[config.mk]
export PLATFORM = sky130hd
export DESIGN_NAME = lstm_mem
export DESIGN_NICKNAME = d
export VERILOG_FILES = /design/src/design/latency_stats_topk_monitor_top_defines.svh /design/src/design/lstm_mem.sv
export SDC_FILE = /design/constraint.sdc
export NUM_CORES = 1
export LEC_CHECK = 0
export BUFFER_PORTS_ARGS = -buffer_cell sky130_fd_sc_hd__buf_2
export CAP_MARGIN = 10
export CORE_ASPECT_RATIO = 1.5
export CORE_MARGIN = 4
export CORE_UTILIZATION = 60
export DETAILED_ROUTE_END_ITERATION = 10
export MAX_ROUTING_LAYER = met4
export PLACE_DENSITY_LB_ADDON = 0.1
export SLEW_MARGIN = 10
export SYNTH_ARGS = -nofsm -noshare
export SYNTH_HDL_FRONTEND = slang
export SYNTH_SLANG_ARGS = --single-unit
[constraint.sdc]
create_clock -name clk -period 2.15 [get_ports clk]
set_input_delay 0.215 -clock clk [delete_from_list [all_inputs] [get_ports clk]]
set_output_delay 0.215 -clock clk [all_outputs]
set_load 0.005 [all_outputs]
[src/design/latency_stats_topk_monitor_top_defines.svh]
// Assertion macros shared by the latency monitor RTL.
`ifndef LATENCY_STATS_TOPK_MONITOR_TOP_DEFINES_SVH
`define LATENCY_STATS_TOPK_MONITOR_TOP_DEFINES_SVH
`ifndef ASSERT_OFF
// Checked at every clock edge outside of reset.
`define LSTM_ASSERT(lbl, prop) \
  lbl: assert property (@(posedge clk) disable iff (rst) prop) \
    else $error("latency monitor check failed");
// Checked at every clock edge, reset included.
`define LSTM_ASSERT_ALWAYS(lbl, prop) \
  lbl: assert property (@(posedge clk) prop) \
    else $error("latency monitor check failed");
`else
`define LSTM_ASSERT(lbl, prop)
`define LSTM_ASSERT_ALWAYS(lbl, prop)
`endif
`endif

[src/design/lstm_mem.sv]
`timescale 1ns / 1ps
module lstm_mem #(
  parameter int DEPTH = 16,
  parameter int AW    = 4,
  parameter int W     = 8
) (
  input  logic          clk,
  input  logic          wr_en,
  input  logic [AW-1:0] wr_addr,
  input  logic [W-1:0]  wr_data,
  input  logic          rd_en,
  input  logic [AW-1:0] rd_addr,
  output logic [W-1:0]  rd_data
);
  logic [W-1:0] mem [DEPTH];

  // One write port and one registered read port.
  always_ff @(posedge clk) begin
    if (wr_en) begin
      mem[wr_addr] <= wr_data;
    end
    if (rd_en) begin
      rd_data <= mem[rd_addr];
    end
  end
endmodule

==> results.json <==
{
  "syn_to_final_growth_pct": 17.0,
  "grt_pass1_vias": 2607,
  "wl_um": 9820,
  "finalHoldViolCount": 0,
  "cts_sinks": 136,
  "htreeDepth": 4,
  "grt.overflow.total": 0,
  "die_w_um": 84.2,
  "fin_worst_skew_ns": 0.00546,
  "synth_area_mm2": 0.00523,
  "utilization_pct": 72.3,
  "start_util_pct": 61.8,
  "status": "finished clean",
  "syn-num-nets": 248,
  "coreArea_mm2": 0.00846,
  "worst-path-max-fanout": 1,
  "critical_path_class": "flip-flop to flip-flop",
  "fillCellCount": 511,
  "final-max-slew-violation-count": 0,
  "cts-hold-fix-buffers": 0,
  "die_h_um": 122,
  "grt_pass1_wl_um": 15400,
  "grt_max_degree": 33,
  "layout_common_cells": "edfxtp_1, buf_2, buf_4",
  "max_freq_ghz": 0.670,
  "placementRows": 41,
  "dr.pass1.iters": 4,
  "num-nets-final": 308,
  "min_period_over_period_pct": 69.4,
  "critical-path-max-stage-delay_ns": 0.51,
  "hold_path.class": "input pin to flip-flop",
  "layout_commonest_cell": "edfxtp_1",
  "highest_layer": "met4",
  "grt_usage_pct": 22.0,
  "dieArea_mm2": 0.0103,
  "root_buffer": "clkbuf_16",
  "clkLatencyLatePin_ns": 0.41,
  "cts_inserted_buffers": 17,
  "setup_viol_count_final": 0,
  "crit_chain": "mux4_1 > a22oi_1 > nand2_1",
  "cp_slowest_cell": "mux4_1",
  "wl_met2_um": 5340,
  "worstPathRequired_ns": 2.30,
  "clk_path_buf_depth": 2,
  "drtIter0Drc": 229,
  "endpoint_kind": "flip-flop",
  "max-slew-margin-rel_pct": 73.7,
  "cp-start-kind": "flip-flop",
  "cts_resized": 0,
  "max_cap_viol_count": 0,
  "avgSynthCellArea_um2": 22.8,
  "multi_input_area_mm2": 0.00106,
  "ys_seq_area_share_pct": 78.1,
  "met3_length_um": 491,
  "gp_congestion": 0.803,
  "cts_setup_buffers": 0,
  "synth_seq_cells": 136,
  "synth.distinct_cells": 18,
  "antenna_found_initial": 0,
  "ir_drop_v": 0.000670,
  "vias_per_cell": 6.09,
  "wl_per_cell_um": 24.2,
  "wirelength_met1_um": 3890,
  "worstMarginPinSlew_ns": 0.395,
  "postRouteAntennaNets": 0,
  "synth_cells": 229,
  "dr_total_vias": 2472,
  "min_period_ns": 1.49,
  "tritoncts": "yes",
  "dp_hpwl_um": 6310,
  "p_per_area_mw_per_mm2": 942,
  "tns_ns": 0,
  "yosys_warnings": 0,
  "ff_latch_area_mm2": 0.00408,
  "path_clk_slew_ns": 0.05,
  "leakage_nw": 2.10,
  "drive_above_1_share_pct": 30.4,
  "drc": 0,
  "cp.arrival_ns": 1.65,
  "grt_setup_unrepaired": "no",
  "ios": 27,
  "port-buffer-count": 26,
  "antenna_cells": 0
}
Yosys cell counts:
| cell type | n | area, µm² |
|---|---|---|
| mux4_2 | 18 | 405 |
| nand2b_1 | 2 | 12.5 |
| a22oi_1 | 16 | 120 |
| buf_6 | 3 | 33.8 |
| nand3b_1 | 2 | 15.0 |
| buf_4 | 1 | 7.51 |
| buf_2 | 3 | 15.0 |
| and2_1 | 1 | 6.26 |
| and2b_1 | 1 | 7.51 |
| edfxtp_1 | 136 | 4080 |
| nand3_1 | 1 | 5.00 |
| nor3_1 | 4 | 20.0 |
| mux4_1 | 14 | 368 |
| or3b_2 | 1 | 8.76 |
| nor2b_1 | 1 | 6.26 |
| clkdlybuf4s25_2 | 3 | 30.0 |
| nor2_1 | 13 | 48.8 |
| nand2_1 | 9 | 33.8 |
worst paths after layout:
| kind | startpoint | to | slack [ns] | cells past startpoint |
|---|---|---|---|---|
| worst max-delay path | mem[9][4] | rd_data[4] | 0.66 | 3 |
| worst min-delay path | rd_en | rd_data[2] | 0.18 | 1 |
| worst max register to register | mem[9][4] | rd_data[4] | 0.66 | 3 |
| worst min register to register | mem[15][1] | rd_data[1] | 0.76 | 3 |
state kept, by name (all words and copies together), names as in the netlist:
name / cells
mem: 128
rd_data: 8
cell type report:
cell class	count	share of cell area (%)
clock buffer	22	7.26
timing repair buffer	51	5.60
tap	107	2.19
sequential	136	66.7
multi-input combinational	83	17.3
clock inverter	7	0.920
metrics by stage:
stage | power [mW] | cells | hold WS [ns] | cell area, µm² | setup WS (ns)
floorplan | 3.21 | 229 | 0.314 | 5230 | 0.442
global route | 5.96 | 406 | 0.171 | 6120 | 0.595
finish | 5.76 | 406 | 0.184 | 6120 | 0.657
detailed placement | 3.34 | 377 | 0.607 | 5620 | 0.317
global placement | 3.33 | 377 | 0.600 | 5620 | 0.313
CTS | 5.80 | 406 | 0.175 | 6120 | 0.657
routing by layer:
layer,vias up,global-route usage (%)
met5,-,-
met4,0,7.44
met2,85,35.4
li1,1101,-
met1,1274,27.0
met3,12,6.72
report_power, final:
| part | total, mW | switching (mW) | leakage (nW) | internal, mW |
|---|---|---|---|---|
| Clock | 2.48 | 0.937 | 0.246 | 1.55 |
| Combinational | 0.271 | 0.152 | 0.616 | 0.119 |
| Sequential | 3.01 | 0.0164 | 1.24 | 2.99 |
cell families after synthesis:
group	Yosys count	synth area share (%)
compound gates	16	2.30
flops	136	78.1
simple gates	35	3.14
buf+inv	10	1.65
mux	32	14.8
critical path: cells and delay by family (launching register included):
| family | cells | cell delay, ns |
|---|---|---|
| compound gates | 1 | 0.31 |
| simple gates | 1 | 0.08 |
| flops | 1 | 0.35 |
| mux | 1 | 0.51 |
(Power assumes the default switching activity.)
