<file path="config.mk">
export PLATFORM = sky130hd
export DESIGN_NAME = lstm_div
export DESIGN_NICKNAME = d
export VERILOG_FILES = /design/src/design/latency_stats_topk_monitor_top_defines.svh /design/src/design/lstm_pkg.sv /design/src/design/lstm_div.sv
export SDC_FILE = /design/constraint.sdc
export NUM_CORES = 1
export LEC_CHECK = 0
export ABC_AREA = 1
export BUFFER_PORTS_ARGS = -buffer_cell sky130_fd_sc_hd__buf_4
export CORE_MARGIN = 1.5
export CORE_UTILIZATION = 46
export CTS_CLUSTER_SIZE = 28
export DETAILED_ROUTE_END_ITERATION = 8
export HOLD_SLACK_MARGIN = 0.02
export PLACE_DENSITY = 0.68
export SYNTH_ARGS = -nofsm -noshare
export SYNTH_HDL_FRONTEND = slang
export SYNTH_SLANG_ARGS = --single-unit
</file>
<file path="constraint.sdc">
create_clock -name clk -period 14.2 [get_ports clk]
set_input_delay 2.13 -clock clk [delete_from_list [all_inputs] [get_ports clk]]
set_output_delay 2.13 -clock clk [all_outputs]
set_load 0.1 [all_outputs]
</file>
<file path="src/design/latency_stats_topk_monitor_top_defines.svh">
// Assertion macros shared by the latency monitor RTL.
`ifndef LATENCY_STATS_TOPK_MONITOR_TOP_DEFINES_SVH
`define LATENCY_STATS_TOPK_MONITOR_TOP_DEFINES_SVH
`ifndef ASSERT_OFF
// Checked at every clock edge outside of reset.
`define LSTM_ASSERT(lbl, prop) \
  lbl: assert property (@(posedge clk) disable iff (rst) prop) \
    else $error("latency monitor check failed");
// Checked at every clock edge, reset included.
`define LSTM_ASSERT_ALWAYS(lbl, prop) \
  lbl: assert property (@(posedge clk) prop) \
    else $error("latency monitor check failed");
`else
`define LSTM_ASSERT(lbl, prop)
`define LSTM_ASSERT_ALWAYS(lbl, prop)
`endif
`endif

</file>
<file path="src/design/lstm_pkg.sv">
`timescale 1ns / 1ps
package lstm_pkg;
  // Fixed field widths.
  localparam int CMD_W  = 2;
  localparam int SLOT_W = 4;
  localparam int TS_W   = 32;
  localparam int STAT_W = 2;
  localparam int OUT_W  = 32;
  localparam int CNT_W  = 32;
  localparam int SUM_W  = 48;

  // Parameter defaults.
  localparam int SLOTS_DEF     = 16;
  localparam int KEEP_DEF      = 4;
  localparam int TIME_BITS_DEF = 32;

  // Command codes.
  localparam logic [CMD_W-1:0] CMD_BEGIN = 2'd0;
  localparam logic [CMD_W-1:0] CMD_END   = 2'd1;
  localparam logic [CMD_W-1:0] CMD_QUERY = 2'd2;
  localparam logic [CMD_W-1:0] CMD_CLEAR = 2'd3;

  // Status codes.
  localparam logic [STAT_W-1:0] STAT_OK      = 2'd0;
  localparam logic [STAT_W-1:0] STAT_END_IGN = 2'd1;
  localparam logic [STAT_W-1:0] STAT_NO_DATA = 2'd2;
endpackage

</file>
<file path="src/design/lstm_div.sv">
`timescale 1ns / 1ps
module lstm_div (
  input  logic                      clk,
  input  logic                      rst,
  input  logic                      start,
  input  logic [lstm_pkg::SUM_W-1:0] num,
  input  logic [lstm_pkg::CNT_W-1:0] den,
  output logic                      busy,
  output logic                      done,
  output logic [lstm_pkg::SUM_W-1:0] quot
);
  import lstm_pkg::*;

  localparam int STEP_W = $clog2(SUM_W + 1);

  logic [CNT_W-1:0]  rem;
  logic [STEP_W-1:0] steps;
  logic [CNT_W:0]    trial;
  logic              fits;

  // Shift in one numerator bit and try the subtraction.
  always_comb begin
    trial = {rem, quot[SUM_W-1]};
    fits  = trial >= {1'b0, den};
  end

  // Restoring division, one quotient bit per cycle.
  always_ff @(posedge clk) begin
    if (rst) begin
      busy  <= 1'b0;
      done  <= 1'b0;
      steps <= '0;
    end else begin
      done <= 1'b0;
      if (start) begin
        busy  <= 1'b1;
        steps <= STEP_W'(SUM_W);
        rem   <= '0;
        quot  <= num;
      end else if (busy) begin
        rem   <= fits ? CNT_W'(trial - {1'b0, den}) : trial[CNT_W-1:0];
        quot  <= {quot[SUM_W-2:0], fits};
        steps <= steps - 1'b1;
        if (steps == STEP_W'(1)) begin
          busy <= 1'b0;
          done <= 1'b1;
        end
      end
    end
  end
endmodule

</file>
==> results of run 1 <==
logic make-up (layout without fill, tap and decap cells):
group | Yosys count | count (layout) | synth area share (%)
AO/OA/AOI/OAI | 26 | 26 | 2.05
AND/OR/NAND/NOR | 650 | 650 | 39.7
XOR/XNOR | 17 | 17 | 2.20
flip-flops | 88 | 88 | 37.9
buffers and inverters | 202 | 329 | 11.6
adder cells (fa/ha/maj) | 35 | 35 | 6.58
stage by stage:
| step | area (sq um) | hold slack (ps) | worst slack [ps] | utilization, % | power, mW |
|---|---|---|---|---|---|
| 2_1_floorplan | 6770 | 458 | 7360 | - | 0.568 |
| 3_3_place_gp | 7900 | 470 | 9790 | 54.8 | 0.642 |
| 3_5_place_dp | 7900 | 477 | 9730 | 54.8 | 0.645 |
| 4_1_cts | 8220 | 487 | 10090 | 57.0 | 0.911 |
| 5_1_grt | 8220 | 535 | 9860 | 57.0 | 0.958 |
| 6_report | 8220 | 489 | 10060 | 57.0 | 0.906 |
layout make-up:
cell class | instances | area [sq um]
Multi-Input combinational cell | 728 | 3430
Timing Repair Buffer | 134 | 1010
Clock buffer | 10 | 229
Fill cell | 1459 | 6200
Inverter | 179 | 674
Clock inverter | 6 | 91.3
Tap cell | 184 | 230
Sequential cell | 88 | 2560
report_power, final:
group          total (mW)  leakage, nW  internal, mW  switching, mW
Sequential          0.323        0.841         0.311         0.0121
Combinational       0.317         3.52        0.0983          0.219
Clock               0.266        0.157         0.155          0.110
Total               0.906         4.52         0.565          0.341
worst paths after layout:
check	slack, ps	cells after the start	startpoint	end
setup / recovery	10060	15	den[3]	quot[0]
hold / removal	490	2	steps[0]	steps[0]
setup reg to reg	11530	13	rem[2]	quot[0]
hold reg to reg	490	2	steps[0]	steps[0]
layer usage:
metal	vias to the layer above	wire [microns]	GRT usage, %
li1	3342	-	-
met1	2737	8060	30.8
met2	193	7880	38.2
met3	21	1540	6.01
met4	0	321	7.98
met5	-	0	0
sequential cells by signal, summed over array words and instances, names as in the netlist:
signal / flops
rem: 32
quot: 48
done: 1
busy: 1
steps: 6
cells in the final DEF, fill, tap and decap left out, types with 4 or more instances in the layout:
cell	Yosys	layout
nand3_1	30	30
inv_1	169	168
ha_1	34	34
dfxtp_1	8	8
nand4_1	5	5
inv_2	6	7
and2_1	10	10
nor2_1	115	115
xor2_1	14	14
nand2_1	450	450
buf_4	1	134
clkbuf_16	0	9
edfxtp_1	80	80
nand3b_1	23	23
a21oi_1	20	19
nor3_1	4	4
tightest hold or removal path, cell delays in order, from the launching register on:
cell and delay [ps]:
dfxtp_1 330, nand2_1 70, a21oi_1 50
==> qor.yml, run 1 <==
crit_path_end_kind: "flop"
crit_path_max_incr_delay_ps: 350
critPathArrivalTime_ps: 4220
synth_top_area_cell: "edfxtp_1"
drc: 0
cp.required_ps: 14290
fin_cells: 1329
synth-edff-count: 80
placementRows: 44
powerDensity_nw_per_um2: 110
async_reset_ff_share_pct: 0
dp_hpwl_microns: 13300
vias_per_cell: 4.74
outcome: "finished clean"
clock.fmax_mhz: 242
synth.area.top_cells: "edfxtp_1, nand2_1, inv_1"
dp_cells: 1313
num_vias: 6293
cts_sinks: 88
syn_area_sq_um: 6770
critPathMaxFanout: 25
synth_nets: 1136
gp_congestion: 0.936
antenna_found_initial: 0
clk_latency_ps: 360
yosysSeqAreaShare_pct: 37.9
yosysTopAreaCellShare_pct: 35.5
finalSetupViolations: 0
drt_pre_antenna_iters: 5
clockRootBuffer: "clkbuf_16"
cap_violations: 0
drive_gt1_share_pct: 14.8
syn2layout_area_growth_pct: 21.5
startpoint_type: "primary input"
tritoncts: "built"
crit_slowest_cell: "ha_1"
ios: 133
synth_flop_cell: "edfxtp_1"
nNetsFinal: 1258
cts_resized: 0
hold_buffers: 0
hold_viol: 0
final_max_slew_viol_count: 0
synth_cell_types: 37
core_area_sq_um: 14400
wl_per_cell_microns: 13.4
htree_levels: 3
rsz0062_at_grt: "no"
period_minus_slack_ps: 4140
cp_top_family: "simple AND/OR/NAND/NOR gates"
worst-path-buf-inv: 4
max-vdd-ir-drop_uv: 66.7
die-area_sq_um: 15500
crit_path_frequent_cell: "nand2_1"
period_share_pct: 29.1
fin_tns_setup_ps: 0
drtIter0Drc: 286
grt_usage_pct: 23.6
grt_overflow: 0
post_cts_buffers: 0
crit_chain: "buf_4, inv_1, ha_1, nand2_1, inv_1, nand2_1, nand2_1, nand2_1, nand3_2, nand2_1, nand2_2, nand2_4, nand2_8, inv_4, o21ai_1"
start_util_pct: 46.9
numPortBuffers: 132
synthTopCellsByCount: "nand2_1, inv_1, nor2_1"
synth_most_common_cell: "nand2_1"
tightest_slew_ps: 853
hold_path_class: "reg2reg"
slew_headroom_pct: 43.1
grt_pass1_wl_microns: 29600
grt_pass1_vias: 6110
critPathKind: "in2reg"
n_antenna_cell: 0
syn_inst: 1018
grt_max_degree: 83
wirelength_microns: 17800
final_antenna_net_count: 0
p_leak_nw: 4.52
dieHeight_microns: 124
cts_made_buffers: 9
cts_buffer_depth: 2
synth_warnings: 0
synth_seq_cells: 88
clkTransAtPathRegs_ps: 70
fin_skew_ps: 15.0
die_w_microns: 124
synth.avg_cell_area_sq_um: 6.65
Power figures use the tool's default switching activity.
==> inputs of run 2 (changes only) <==
ABC_AREA = 0   (was 1)
PLACE_DENSITY = 0.73   (was 0.68)
clock period = 3.45 ns   (was 14.2 ns; I/O delays follow)
==> run 2 against run 1 <==
Against the previous run: via count decreased by 30%; worst setup slack got worse by 9700 ps; clock power increased to 3.9 times the previous value; synthesized cell count decreased by 49%; critical path depth decreased by 4; combinational power increased to 3.7 times the previous value; flip-flop and latch count unchanged; die area decreased by 17%; largest power group unchanged; highest routed layer unchanged.
==> qor.yml, run 2 <==
multi_input_area_sq_um: 2770  # -19%
core_area_sq_um: 12000  # -17%
dp_cells: 789  # -40%
wirelength_microns: 13400  # -25%
syn_area_sq_um: 5610  # -17%
regToRegSetupSlack_ps: 390  # -11140 ps
wl_met3_microns: 1160  # -25%
largestRegisters: "quot: 48 flops, rem: 32 flops, steps: 6 flops"
post_cts_buffers: 0  # unchanged
register_area_sq_um: 2560  # unchanged
drive_gt1_share_pct: 32.4  # +18 points
layout_common_cells: "buf_4, edfxtp_1, mux2_2"
final_max_slew_viol_count: 0  # unchanged
start_util_pct: 46.9  # about the same
regMostFlops: "quot"
synth_top_area_cell: "edfxtp_1"
fin_tns_setup_ps: 0  # unchanged
cap_violations: 0  # unchanged
vias_per_cell: 5.47  # +16%
period_share_pct: 88.6
outcome: "finished clean"
p_leak_nw: 3.10  # -31%
hold_path_class: "in2reg"
yosysTopAreaCellShare_pct: 42.8  # +7.3 points
final_antenna_net_count: 0  # unchanged
clockRootBuffer: "clkbuf_16"
tritoncts: "built"
n_antenna_cell: 0  # unchanged
nNetsFinal: 771  # -39%
hold_viol: 0  # unchanged
largest_register_ffs: 48  # unchanged
gp_congestion: 0.869  # -7.1%
drt_pre_antenna_iters: 7  # +2
p_sw_share_pct: 35.1  # -2.5 points
pwr-share-seq_pct: 37.7  # +2.1 points
grt_max_degree: 58  # -30%
cts_sinks: 88  # unchanged
grt_usage_pct: 21.2  # -2.4 points
rsz0062_at_grt: "no"
synth_nets: 640  # -44%
r2r-start: "rem[3]"
intPower_mw: 2.29  # +310%
critPathKind: "reg2reg"
grt_overflow: 0  # unchanged
worst_slack_ps: 394  # -9670 ps
synth_seq_cells: 88  # unchanged
period_minus_slack_ps: 3060
synth.area.top_cells: "edfxtp_1, mux2_2, ha_1"
clk_latency_ps: 360  # about the same
fin_cells: 805  # -39%
yosysSeqAreaShare_pct: 45.7  # +7.8 points
antenna_found_initial: 0  # unchanged
die-area_sq_um: 12900  # -17%
clock.fmax_mhz: 327
critPathMaxFanout: 18  # -28%
tightest_slew_ps: 626  # -227 ps
drc: 0  # unchanged
grt_pass1_wl_microns: 21400  # -28%
clkTransAtPathRegs_ps: 80  # about the same
startpoint: "rem[3]"
pwr-share-comb_pct: 32.8  # -2.2 points
htree_levels: 3  # unchanged
nFillCells: 1018  # -30%
synth_flop_cell: "edfxtp_1"
mostFrequentLayoutCell: "buf_4"
synthTopCellsByCount: "edfxtp_1, mux2_2, nor2_1"
finalCoreUtilization_pct: 59.0  # +2.0 points
hold_buffers: 0  # unchanged
dpl-instance-area_sq_um: 6750  # -15%
synth.avg_cell_area_sq_um: 10.7  # +62%
synth_cell_types: 51  # +38%
die_w_microns: 113  # -8.8%
cts_made_buffers: 9  # unchanged
drt-met1-wl_microns: 5330  # -34%
stdcell_area_sq_um: 7060  # -14%
clkPwrFrac_pct: 29.4  # about the same
syn2layout_area_growth_pct: 25.9
wl_per_cell_microns: 16.6  # +24%
startpoint_type: "flop"
async_reset_ff_share_pct: 0  # unchanged
synth-edff-count: 80  # unchanged
dp_hpwl_microns: 10000  # -25%
synth_most_common_cell: "edfxtp_1"
cp_top_family: "compound AO/OA/AOI/OAI gates"
slew_headroom_pct: 58.3  # +15 points
place_ws_ps: 190  # -9540 ps
crit_path_max_incr_delay_ps: 400  # +50 ps
p_sw_mw: 1.24  # +260%
critPathArrivalTime_ps: 3240  # -980 ps
grt_pass1_vias: 4404  # -28%
max-vdd-ir-drop_uv: 357  # +440%
cp.required_ps: 3630  # -10660 ps
dieHeight_microns: 113  # -8.8%
num_vias: 4406  # -30%
crit_chain: "ha_1, a21o_1, a211o_1, o211ai_2, o21ai_2, a211oi_4, a21oi_2, a31o_2, buf_4, and2_0, a211oi_1"
min_from: "rst"
powerDensity_nw_per_um2: 501  # +350%
top_layer: "met4"
synth_warnings: 0  # unchanged
crit_path_end_kind: "flop"
wl_met2_microns: 6610  # -16%
cts_resized: 0  # unchanged
placementRows: 40  # -9.1%
finalSetupViolations: 0  # unchanged
worst-path-buf-inv: 1  # -3
syn_inst: 522  # -49%
ios: 133  # unchanged
fin_skew_ps: 12.0  # -3.08 ps
cts_buffer_depth: 2  # unchanged
crit_slowest_cell: "edfxtp_1"
drtIter0Drc: 171  # -40%
numPortBuffers: 132  # unchanged
==> run 2: changes by cell type after synthesis, moves of 17 or more <==
cell      delta
inv_1      -125
mux2_2      +48
mux2i_1     +20
nand2_1    -420
nand3_1     -23
nand3b_1    -19
nor2_1      -68
xnor2_1     +17
==> run 2: final cells by class <==
cell class / count / area share [%]
clock buffer: 9 / 3.19
clock inverter: 7 / 1.17
inverter: 44 / 2.34
multi-input combinational: 367 / 39.2
sequential: 88 / 36.3
tap: 147 / 2.60
timing repair buffer: 143 / 15.2
==> run 2: metal layers <==
metal / up-vias / global-route usage [%]
met1: 2071 / 24.3
met4: 0 / 7.58
met2: 159 / 37.2
met5: - / 0
li1: 2158 / -
met3: 18 / 7.01
==> run 2: worst paths after layout <==
kind,end,cells past startpoint
max,rem[1],11
min reg2reg,steps[1],2
min,steps[4],2
max reg2reg,rem[1],11
==> run 2: per-stage QoR <==
step,hold WS (ps),power [mW]
3_5_place_dp,503,2.51
4_1_cts,401,3.55
3_3_place_gp,485,2.48
2_1_floorplan,469,2.24
6_report,405,3.54
5_1_grt,414,3.68
==> run 2: logic make-up (layout without fill, tap and decap cells) <==
kind of cell	Yosys count	count (layout)	share of synthesized area, %
AND/OR/NAND/NOR	130	130	11.0
multiplexers	68	68	13.2
XOR/XNOR	30	30	4.69
adder cells (fa/ha/maj)	35	35	7.94
flip-flops	88	88	45.7
AO/OA/AOI/OAI	104	104	12.4
buffers and inverters	67	203	5.09
==> run 2: power groups by stage <==
stage	sequential [mW]	combinational (mW)	clock, mW
6_report	1.33	1.16	1.04
5_1_grt	1.34	1.26	1.08
4_1_cts	1.33	1.16	1.06
3_5_place_dp	1.36	1.16	0
3_3_place_gp	1.35	1.13	0
2_1_floorplan	1.61	0.628	0
==> inputs of run 3 (changes only) <==
CORE_ASPECT_RATIO = 0.8   (was unset)
CORE_UTILIZATION = 49   (was 46)
PLACE_DENSITY = 0.77   (was 0.73)
clock period = 2.5 ns   (was 3.45 ns; I/O delays follow)
==> run 3 against run 2 <==
Against the previous run: first-iteration DRC count is 38% higher; the run now ends with setup timing left; clock skew decreased by 3.6 ps; flip-flop and latch count did not move.
==> qor.yml, run 3 (synthesis results as in run 2) <==
outcome: "finished with violations"
violations: "setup timing"
numPortBuffers: 132  # unchanged
max-vdd-ir-drop_uv: 628  # +76%
cts_sinks: 88  # unchanged
placementRows: 34  # -15%
grt_overflow: 0  # unchanged
crit_path_end_kind: "flop"
wirelength_microns: 14700  # +10%
stdcell_area_sq_um: 8310  # +18%
cp.required_ps: 2600  # -1030 ps
mostFrequentLayoutCell: "buf_4"
nNetsFinal: 879  # +14%
num_vias: 4871  # +11%
regMostFlops: "quot"
cts_buffer_depth: 2  # unchanged
critPathKind: "reg2reg"
htree_levels: 3  # unchanged
wl_per_cell_microns: 16.2  # -2.5%
dpl-instance-area_sq_um: 7500  # +11%
largestRegisters: "quot: 48 flops, rem: 32 flops, steps: 6 flops"
tightest_slew_ps: 508  # -119 ps
cts_made_buffers: 9  # unchanged
vias_per_cell: 5.35  # -2.2%
slew_headroom_pct: 65.7  # +7.4 points
critPathArrivalTime_ps: 2900  # -340 ps
total_power_mw: 5.40  # +53%
drive_gt1_share_pct: 47.5  # +15 points
p_leak_nw: 3.71  # +19%
clock.fmax_mhz: 357  # +9.0%
clkTransAtPathRegs_ps: 70  # about the same
hold_buffers: 0  # unchanged
ios: 133  # unchanged
final_max_slew_viol_count: 0  # unchanged
finalCoreUtilization_pct: 75.4  # +16 points
largest_register_ffs: 48  # unchanged
grt_max_degree: 53  # -8.6%
period_minus_slack_ps: 2800  # -251 ps
layout_common_cells: "buf_4, edfxtp_1, mux2_2"
powerDensity_nw_per_um2: 649  # +30%
gp_congestion: 0.898  # +3.4%
tritoncts: "built"
cap_violations: 0  # unchanged
grt_usage_pct: 24.9  # +3.7 points
hold_viol: 0  # unchanged
worst_slack_ps: -304  # -699 ps
hold_path_class: "in2reg"
syn2layout_area_growth_pct: 48.2
grt_pass1_wl_microns: 23700  # +11%
die-area_sq_um: 12100  # -5.9%
dieHeight_microns: 98.7  # -13%
dp_hpwl_microns: 10500  # +5.1%
final_antenna_net_count: 0  # unchanged
drtIter0Drc: 236  # +38%
place_ws_ps: -489  # -679 ps
clockRootBuffer: "clkbuf_16"
clk_latency_ps: 350  # about the same
startpoint_type: "flop"
finalSetupViolations: 33  # +33
die_w_microns: 123  # +8.1%
n_antenna_cell: 0  # unchanged
grt_pass1_vias: 4920  # +12%
rsz0062_at_grt: "yes"
period_share_pct: 112  # +24 points
drt_pre_antenna_iters: 5  # -2
drc: 0  # unchanged
start_util_pct: 50.9  # +4.0 points
fin_skew_ps: 8.35  # -3.60 ps
critPathMaxFanout: 6  # -12
core_area_sq_um: 11000  # -7.9%
antenna_found_initial: 0  # unchanged
==> run 3: changes by cell type in the layout (fill, tap and decap cells not counted), sizes merged <==
cell and delta:
clkinvlp -2, buf +108, clkinv +2
==> run 3: path summary, 6_finish.rpt <==
| kind | startpoint | end | slack (ps) | cells past startpoint |
|---|---|---|---|---|
| setup / recovery | rem[8] | rem[18] | -300 | 12 |
| hold / removal | rst | steps[4] | 270 | 2 |
| setup reg to reg | rem[8] | rem[18] | -300 | 12 |
| hold reg to reg | steps[1] | steps[1] | 530 | 2 |
==> run 3: what timing repair did <==
item / 4_1_cts / 5_1_grt
setup buffers: 14 / 9
endpoints found under the setup margin: 33 / 33
cloned: 1 / 0
gates resized for setup: 33 / 17
pin swaps: 18 / 20
==> run 3: cell type report <==
class / count / area [sq um]
Fill cell: 721 / 2710
Clock buffer: 9 / 225
Clock inverter: 7 / 87.6
Inverter: 44 / 165
Multi-Input combinational cell: 367 / 3100
Timing Repair Buffer: 251 / 1990
Sequential cell: 88 / 2560
Tap cell: 144 / 180
==> run 3: worst max-delay path: stages (launching register included) <==
cell      delay (ps)
edfxtp_1         430
ha_4             250
and3_4           180
a221o_1          350
nand2_2           90
o21ai_2           80
a211oi_4         280
a21oi_2          120
a31o_4           300
buf_12           140
buf_16           130
mux2i_1          140
nor2_1            60
==> run 3: through the flow <==
stage          hold slack, ps  std cells  setup TNS, ps
2_1_floorplan             469        522         -39250
3_3_place_gp              487        873         -11180
3_5_place_dp              524        873         -13120
4_1_cts                   257        903          -4010
5_1_grt                   277        910         -11020
6_report                  271        910          -7390
==> run 3: power breakdown <==
group | switching, mW | total (mW) | internal, mW
sequential | 0.0811 | 1.85 | 1.77
combinational | 1.15 | 2.12 | 0.964
clock | 0.632 | 1.43 | 0.798
==> run 3: metal layers <==
metal | routed length (microns) | part of all wire [%] | up-vias | global-route usage (%)
met5 | 0 | 0 | - | 0
met2 | 7050 | 48 | 151 | 40.6
met3 | 1100 | 7.5 | 15 | 7.93
met1 | 6410 | 44 | 2327 | 32.4
met4 | 158 | 1.1 | 0 | 5.99
li1 | - | - | 2378 | -
